--- config.mk ---
export PLATFORM = sky130hd
export DESIGN_NAME = fcba_ram
export DESIGN_NICKNAME = d
export VERILOG_FILES = /design/src/design/fcba_ram.sv
export SDC_FILE = /design/constraint.sdc
export NUM_CORES = 1
export LEC_CHECK = 0
export BUFFER_PORTS_ARGS = -buffer_cell sky130_fd_sc_hd__buf_2
export CAP_MARGIN = 25
export CORE_MARGIN = 8
export CORE_UTILIZATION = 25
export CTS_BUF_LIST = sky130_fd_sc_hd__clkbuf_16
export CTS_CLUSTER_DIAMETER = 150
export DETAILED_ROUTE_END_ITERATION = 10
export PLACE_DENSITY = 0.5
export SETUP_SLACK_MARGIN = 0.2
export SYNTH_ARGS = -nofsm -noshare
export SYNTH_HDL_FRONTEND = slang
export SYNTH_SLANG_ARGS = --single-unit
--- constraint.sdc ---
create_clock -name clk_i -period 2.5 [get_ports clk_i]
set_input_delay 0.125 -clock clk_i [delete_from_list [all_inputs] [get_ports clk_i]]
set_output_delay 0.125 -clock clk_i [all_outputs]
set_load 0.05 [all_outputs]
--- src/design/fcba_ram.sv ---
// Generic single-clock RAM with one write port and one registered read port.
`timescale 1ns / 1ps
module fcba_ram #(
  parameter int WIDTH = 8,
  parameter int DEPTH = 32
) (
  input  logic                     clk_i,
  input  logic                     we_i,
  input  logic [$clog2(DEPTH)-1:0] waddr_i,
  input  logic [WIDTH-1:0]         wdata_i,
  input  logic [$clog2(DEPTH)-1:0] raddr_i,
  output logic [WIDTH-1:0]         rdata_o
);
  logic [WIDTH-1:0] mem [DEPTH];

  always_ff @(posedge clk_i) begin
    if (we_i) begin
      mem[waddr_i] <= wdata_i;
    end
    rdata_o <= mem[raddr_i];
  end
endmodule

; Yosys cells after proc, flatten, opt, wreduce, memory -nomap -nowiden
; Memories as Yosys holds them, arrays and structs flattened. A register that Yosys moved wholly into a read port is not among the register bits.
; Cells that the tools add are included.
[classes]
mux = 2
[ops]
columns = cell, n
row1 = $mux 1, 2
[totals]
n_memories = 1
mem_bits_rw = 256
wordCells = 3
output_inout_bits = 8
input_bits = 20
reg_bits = 0
[memory_table]
columns = memory, depth, word_bits, rd, rd_ports_with_merged_regs, wr, line_no
row1 = mem, 32, 8, 1, 1, 1, 14  ; logic [WIDTH-1:0] mem [DEPTH];

; Depth between registers and ports, before layout
; Gate-level depths: netlist of the first run.
[depth]
word_depth = 2
depth_mapped = 5
depth_no_buf = 3

; Worst setup path before layout of the first run
; No wires, ideal clock.
[synth_path]
path_type = in2reg
startpoint = input port raddr_i[2]
endpoint = register rdata_o[0] (read register of mem)
setup_ns = 0.121
path_stages = 5
t_required_ns = 2.379
path_slack_ns = 0.573
n_path_buf = 2
t_arrival_ns = 1.807
cell_sequence = clkbuf_1 -> clkbuf_1 -> mux4_2 -> mux4_2 -> mux2_2
[synth_lines]
columns = element, line_no
row1 = start: declaration, 11  ; input logic [$clog2(DEPTH)-1:0] raddr_i,
row2 = end: declaration, 12  ; output logic [WIDTH-1:0] rdata_o

==> impl_metrics.env, run 1 <==
export IMPL_p_switching_mw=1.933
export IMPL_diodes=0
export IMPL_final_setup_viol_count=0
export IMPL_io_pins=28
export IMPL_cts_max_level=1
export IMPL_worst_ep_arrival_time_ns=2.23
export IMPL_die_y_um=216.5
export IMPL_rsz0062_at_grt="false"
export IMPL_numClockSinks=264
export IMPL_gp_congestion=0.7362
export IMPL_synth_flop_cell="edfxtp_1"
export IMPL_synth_warnings=0
export IMPL_fmaxAchievable_mhz=549.1
export IMPL_place_worst_setup_slack_ns=0.3389
export IMPL_core_area_um2=39730
export IMPL_critPathMaxFanout=1
export IMPL_combPwrFrac_pct=6.0
export IMPL_synth_top_area_share_pct=76.47
export IMPL_design_area_um2=11920
export IMPL_min_from="raddr_i[3]"
export IMPL_cts_resized=0
export IMPL_synth_area_um2=10050
export IMPL_port_buffers=27
export IMPL_power_frac_clock_pct=40.3
export IMPL_drc=0
export IMPL_min_period_ns=1.821
export IMPL_timing_final_ws_setup_ns=0.6789
export IMPL_tightestPinTransition_ns=0.6562
export IMPL_drtIter0Drc=425
export IMPL_grt_pass1_wl_um=34270
export IMPL_synthTopCellsByCount="edfxtp_1 (256), mux4_2 (80), nor2_1 (33)"
export IMPL_placed_area_um2=11100
export IMPL_avgSynthCellArea_um2=24.11
export IMPL_fin_hold_ws_ns=0.07412
export IMPL_worst_setup_path_end_kind="flip-flop"
export IMPL_postSynthCellCount=417
export IMPL_grt_start_max_net_pins=33
export IMPL_yosysUniqueCellTypes=15
export IMPL_maxCapViolCount=0
export IMPL_clock_skew_ns=0.009103
export IMPL_synth_seq_cells=264
export IMPL_clk_latency_ns=0.52
export IMPL_num_vias=4566
export IMPL_p_leak_nw=3.744
export IMPL_min_path_type="in -> reg"
export IMPL_die_width_um=216.5
export IMPL_dp_hpwl_um=15000
export IMPL_outcome="completed"
export IMPL_postCtsHoldBufs=0
export IMPL_synth_largest_area_cell="edfxtp_1"
export IMPL_std_cell_rows=73
export IMPL_ctsLongestPathBuffers=3
export IMPL_final_nets=510
export IMPL_reg2reg_from="mem[5][7]"
export IMPL_pwr_share_seq_pct=53.7
export IMPL_via_per_inst=4.412
export IMPL_ant_nets=0
export IMPL_crit_path_start="mem[5][7]"
export IMPL_path_class="reg -> reg"
export IMPL_power_density_nw_per_um2=773.5
export IMPL_cts_buffers_inserted=26
export IMPL_ir_worst_vdd_mv=0.3626
export IMPL_grt_total_usage_pct=9.768
export IMPL_antenna_found_initial=1
export IMPL_post_synth_top_count_cell="edfxtp_1"
export IMPL_grt_overflow=0
export IMPL_cts_setup_buffers=0
export IMPL_post_route_period_util_pct=72.84
export IMPL_swShare_pct=20.97
export IMPL_slew_violations=0
export IMPL_intPower_mw=7.286
export IMPL_drt_total_wl_um=23000
export IMPL_finalHoldViolations=0
export IMPL_synth_seq_area_share_pct=78.06
export IMPL_cts_root_buf="clkbuf_16"
export IMPL_async_flop_share_pct=0
export IMPL_drive_above_1_share_pct=37.84
export IMPL_slew_headroom_pct=56.25
export IMPL_grt_pass1_vias=4800
export IMPL_synth_area_top_cells="edfxtp_1 (76%), mux4_2 (18%), dfxtp_1 (1.6%)"
export IMPL_synth_edff_count=256
export IMPL_cts_tree="built"
export IMPL_clk_pin_slew_ns=0.06
export IMPL_tns_ns=0
export IMPL_start_kind="flip-flop"
export IMPL_drtPass1Iterations=5
export IMPL_dieArea_um2=46890
export IMPL_crit_required_ns=2.91
export IMPL_start_util_pct=25.30
export IMPL_areaGrowthSynthToFinish_pct=18.56
export IMPL_drt_wirelength_per_cell_um=22.22
export IMPL_synth_nets=437
## power groups by stage
| stage | combinational, mW | clock (mW) | sequential [mW] |
|---|---|---|---|
| finish | 0.553 | 3.72 | 4.95 |
| global route | 0.592 | 3.98 | 4.95 |
| CTS | 0.568 | 3.81 | 4.95 |
| detailed placement | 0.567 | 0 | 5.05 |
| global placement | 0.558 | 0 | 5.05 |
| floorplan | 0.262 | 0 | 5.09 |
## kinds of logic (layout without fill, tap and decap cells)
logic type | Yosys count | count (layout) | share of synthesized area (%)
and+or+nand+nor | 45 | 45 | 2.066
muxes | 88 | 88 | 18.82
DFF | 264 | 264 | 78.06
buffers and inverters | 20 | 113 | 1.058
## worst max-delay path: stages (launching register included)
cell and delay [ns]:
edfxtp_1 0.36, mux4_2 0.53, mux4_2 0.52, mux2_2 0.30
## cell usage in the layout (no fill, tap or decap)
cell type	count
edfxtp_1	256
mux4_2	80
nor2_1	33
buf_4	33
clkbuf_16	27
buf_2	26
mux2_2	8
clkinv_2	8
inv_1	8
dfxtp_1	8
buf_12	6
nand3b_1	5
or3b_2	3
clkinv_1	3
nand3_1	2
bufinv_16	2
nand2_1	1
or3_1	1
## state kept, by name, indices dropped and copies added (netlist names)
signal and count:
mem 256, rdata_o 8
## through the flow
step	instances	utilization [%]	power, mW
6_report	1035	30.00	9.219
5_1_grt	1035	30.00	9.521
4_1_cts	1035	30.00	9.326
3_5_place_dp	987	27.94	5.614
3_3_place_gp	987	27.94	5.604
2_1_floorplan	417	-	5.355
## area by class of cell
type / instances / area, µm²
well taps: 525 / 656.9
flip-flops and latches: 264 / 7848
repair buffers: 65 / 498.0
fillers: 3810 / 27810
clock inverters: 21 / 141.4
multi-input cells: 133 / 2100
clock buffers: 27 / 675.6
## metal layers
metal / wire [µm] / up-vias / global-route usage [%]
met4: 413 / 2 / 2.412
met3: 1214 / 36 / 1.546
met1: 10660 / 2486 / 14.22
li1: - / 1922 / -
met2: 10700 / 120 / 15.07
met5: 10 / - / 0
## path summary, 6_finish.rpt
| path | endpoint | slack (ns) | cells after the start |
|---|---|---|---|
| worst max-delay path | rdata_o[7] | 0.68 | 3 |
| worst min-delay path | rdata_o[5] | 0.07 | 2 |
| worst max register to register | rdata_o[7] | 0.68 | 3 |
| worst min register to register | rdata_o[0] | 0.92 | 3 |
Note: power is estimated with default switching activity, not from simulation.
==> inputs of run 2 (changes only) <==
--- a/config.mk
+++ b/config.mk
@@ -5,6 +5,7 @@
 export SDC_FILE = /design/constraint.sdc
 export NUM_CORES = 1
 export LEC_CHECK = 0
+export ABC_AREA = 1
 export BUFFER_PORTS_ARGS = -buffer_cell sky130_fd_sc_hd__buf_2
 export CAP_MARGIN = 25
 export CORE_MARGIN = 8
==> constraint.sdc (replaced) <==
create_clock -name clk_i -period 1.7 [get_ports clk_i]
set_input_delay 0.085 -clock clk_i [delete_from_list [all_inputs] [get_ports clk_i]]
set_output_delay 0.085 -clock clk_i [all_outputs]
set_load 0.05 [all_outputs]
==> run 2 against run 1 <==
- critical endpoint is now rdata_o[3]
- largest cell class unchanged
- power increased by 52%
- via count up 52%
- highest routed layer is now met4
- cell count grew 50%
- first-iteration DRC count rose by 27%
==> impl_metrics.env, run 2 <==
export IMPL_met1_usage_pct=15.75
export IMPL_clk_latency_ns=0.54
export IMPL_critPathTopFamily="flip-flops"
export IMPL_drive_above_1_share_pct=12.10
export IMPL_ant_nets=0
export IMPL_r2r_slack_ns=0.48
export IMPL_whs_endpoint="mem[13][4]"
export IMPL_worst_ep_arrival_time_ns=1.26
export IMPL_grt_pass1_wl_um=42910
export IMPL_cts_setup_buffers=0
export IMPL_dieArea_um2=50050
export IMPL_min_from="wdata_i[4]"
export IMPL_timing_final_ws_setup_ns=0.3577
export IMPL_port_buffers=27
export IMPL_swShare_pct=22.72
export IMPL_use_met3_pct=1.478
export IMPL_gp_congestion=0.7919
export IMPL_avgSynthCellArea_um2=11.70
export IMPL_synth_area_um2=10790
export IMPL_path_class="reg -> out"
export IMPL_final_nets=1006
export IMPL_die_width_um=223.7
export IMPL_dp_hpwl_um=17150
export IMPL_post_route_period_util_pct=78.96
export IMPL_async_flop_share_pct=0
export IMPL_min_path_type="in -> reg"
export IMPL_cp_cell_sequence="buf_2"
export IMPL_largest_register_ffs=256
export IMPL_whs_path_depth=1
export IMPL_synth_flop_cell="edfxtp_1"
export IMPL_synth_nets=942
export IMPL_tightestPinTransition_ns=0.7161
export IMPL_start_kind="flip-flop"
export IMPL_rsz0062_at_grt="false"
export IMPL_slew_violations=0
export IMPL_drt_wirelength_per_cell_um=18.11
export IMPL_cts_max_level=1
export IMPL_min_period_ns=1.342
export IMPL_clk_pin_slew_ns=0.06
export IMPL_grt_total_usage_pct=11.03
export IMPL_num_vias=6954
export IMPL_grt_pass1_vias=6781
export IMPL_ir_worst_vdd_mv=0.6786
export IMPL_largest_register="mem"
export IMPL_outcome="completed"
export IMPL_place_worst_setup_slack_ns=0.2373
export IMPL_fillers=4403
export IMPL_synthTopCellsByCount="nand2_1 (360), edfxtp_1 (256), nand3_1 (204)"
export IMPL_maxCapViolCount=0
export IMPL_rr_worst_depth=8
export IMPL_synth_warnings=0
export IMPL_io_pins=28
export IMPL_slowest_delay_ns=0.42
export IMPL_via_per_inst=4.475
export IMPL_synth_seq_area_share_pct=72.75
export IMPL_start_util_pct=25.21
export IMPL_yosysUniqueCellTypes=12
export IMPL_std_cell_rows=76
export IMPL_synth_seq_cells=264
export IMPL_synth_edff_count=256
export IMPL_finalNonFillerCells=1554
export IMPL_synth_largest_area_cell="edfxtp_1"
export IMPL_drtIter0Drc=539
export IMPL_final_setup_viol_count=0
export IMPL_postSynthCellCount=922
export IMPL_diodes=0
export IMPL_antenna_found_initial=0
export IMPL_grt_overflow=0
export IMPL_r2r_end="rdata_o[2]"
export IMPL_reg_top3="mem (256), rdata_o (8)"
export IMPL_p_leak_nw=4.680
export IMPL_power_density_nw_per_um2=1111
export IMPL_clock_skew_ns=0.01485
export IMPL_crit_buf_inv=1
export IMPL_final_common_cell="nand2_1"
export IMPL_post_synth_top_count_cell="nand2_1"
export IMPL_ctsLongestPathBuffers=3
export IMPL_worst_setup_path_end_kind="primary output"
export IMPL_met2_usage_pct=17.28
export IMPL_reg2reg_from="mem[26][2]"
export IMPL_cts_buffers_inserted=28
export IMPL_power_frac_clock_pct=41.1
export IMPL_top_usage_layer="met2"
export IMPL_grt_start_max_net_pins=55
export IMPL_dp_cells=1501
export IMPL_numClockSinks=264
export IMPL_fmaxAchievable_mhz=745.0
export IMPL_final_cell_mix="nand2_1 (360), edfxtp_1 (256), nand3_1 (204), buf_4 (48), nor2_1 (32)"
export IMPL_power_mw=14.06
export IMPL_critPathMaxFanout=1
export IMPL_cts_tree="built"
export IMPL_cp_slowest_cell="dfxtp_1"
export IMPL_drtPass1Iterations=5
export IMPL_combPwrFrac_pct=7.2
export IMPL_synth_area_top_cells="edfxtp_1 (71%), nand2_1 (13%), nand3_1 (9.5%)"
export IMPL_crit_required_ns=1.62
export IMPL_intPower_mw=10.86
export IMPL_areaGrowthSynthToFinish_pct=17.31
export IMPL_synth_top_area_share_pct=71.27
export IMPL_core_area_um2=42790
export IMPL_slew_headroom_pct=52.26
export IMPL_final_util_pct=29.57
export IMPL_die_y_um=223.7
export IMPL_tns_ns=0
export IMPL_drc=0
export IMPL_p_switching_mw=3.194
export IMPL_finalHoldViolations=0
export IMPL_pwr_share_seq_pct=51.7
export IMPL_drt_total_wl_um=28150
export IMPL_cts_root_buf="clkbuf_16"
==> run 2: changes by cell type in the layout (fill, tap and decap cells not counted), moves of 3 or more <==
cell	delta
nand3_1	+202
or3b_2	-3
mux2_2	-8
buf_4	+15
mux4_2	-80
buf_12	+5
clkinv_1	+9
nand3b_1	-5
inv_1	+5
clkinv_2	-4
nand2_1	+359
==> run 2: timing repair <==
item                                   in CTS  in global routing
hold buffers                                1                  0
resized for setup                           0                  0
endpoints found under the hold margin       8                  0
==> run 2: per-stage QoR <==
step	area, µm²	hold slack, ns
4_1_cts	12650	0.01390
2_1_floorplan	10790	0.1839
3_3_place_gp	11770	0.4541
5_1_grt	12650	0.03408
6_report	12650	0.02029
3_5_place_dp	11770	0.4556
==> run 2: logic make-up after synthesis <==
| kind of cell | Yosys count | share of synthesized area (%) |
|---|---|---|
| simple gates | 596 | 23.11 |
| flops | 264 | 72.75 |
| buf+inv | 62 | 4.141 |
==> run 2: cell type report <==
cell class                 count  area, µm²  share of cell area, %
inverter                      10      40.04                 0.3164
timing repair buffer          86      720.7                  5.696
sequential                   264       7848                  62.02
tap                          546      683.2                  5.399
clock inverter                23      143.9                  1.137
multi-input combinational    596       2492                  19.70
clock buffer                  29      725.7                  5.735
==> run 2: how the worst max path moves through the flow <==
stage	start	cells after the start	slack, ns	endpoint
floorplan	waddr_i[0]	3	0.58	mem[0][0]
global placement	raddr_i[0]	10	0.23	rdata_o[2]
detailed placement	raddr_i[0]	10	0.24	rdata_o[2]
CTS	rdata_o[3]	1	0.34	rdata_o[3]
global route	rdata_o[3]	1	0.35	rdata_o[3]
finish	rdata_o[3]	1	0.36	rdata_o[3]
==> run 2: per-layer routing <==
metal	routed length, µm	share of wire (%)	vias up
li1	-	-	3330
met1	13490	48	3396
met2	12660	45	173
met3	1184	4.2	55
met4	812	2.9	0
met5	0	0	-
==> run 2: power by group through the flow <==
stage                     Clock (mW)  Combinational, mW  Sequential (mW)
after floorplan                    0              0.521             7.47
after global placement             0               1.02             7.41
after detailed placement           0               1.02             7.41
after CTS                       5.90               1.02             7.27
after global routing            6.13               1.11             7.27
final                           5.78               1.01             7.27
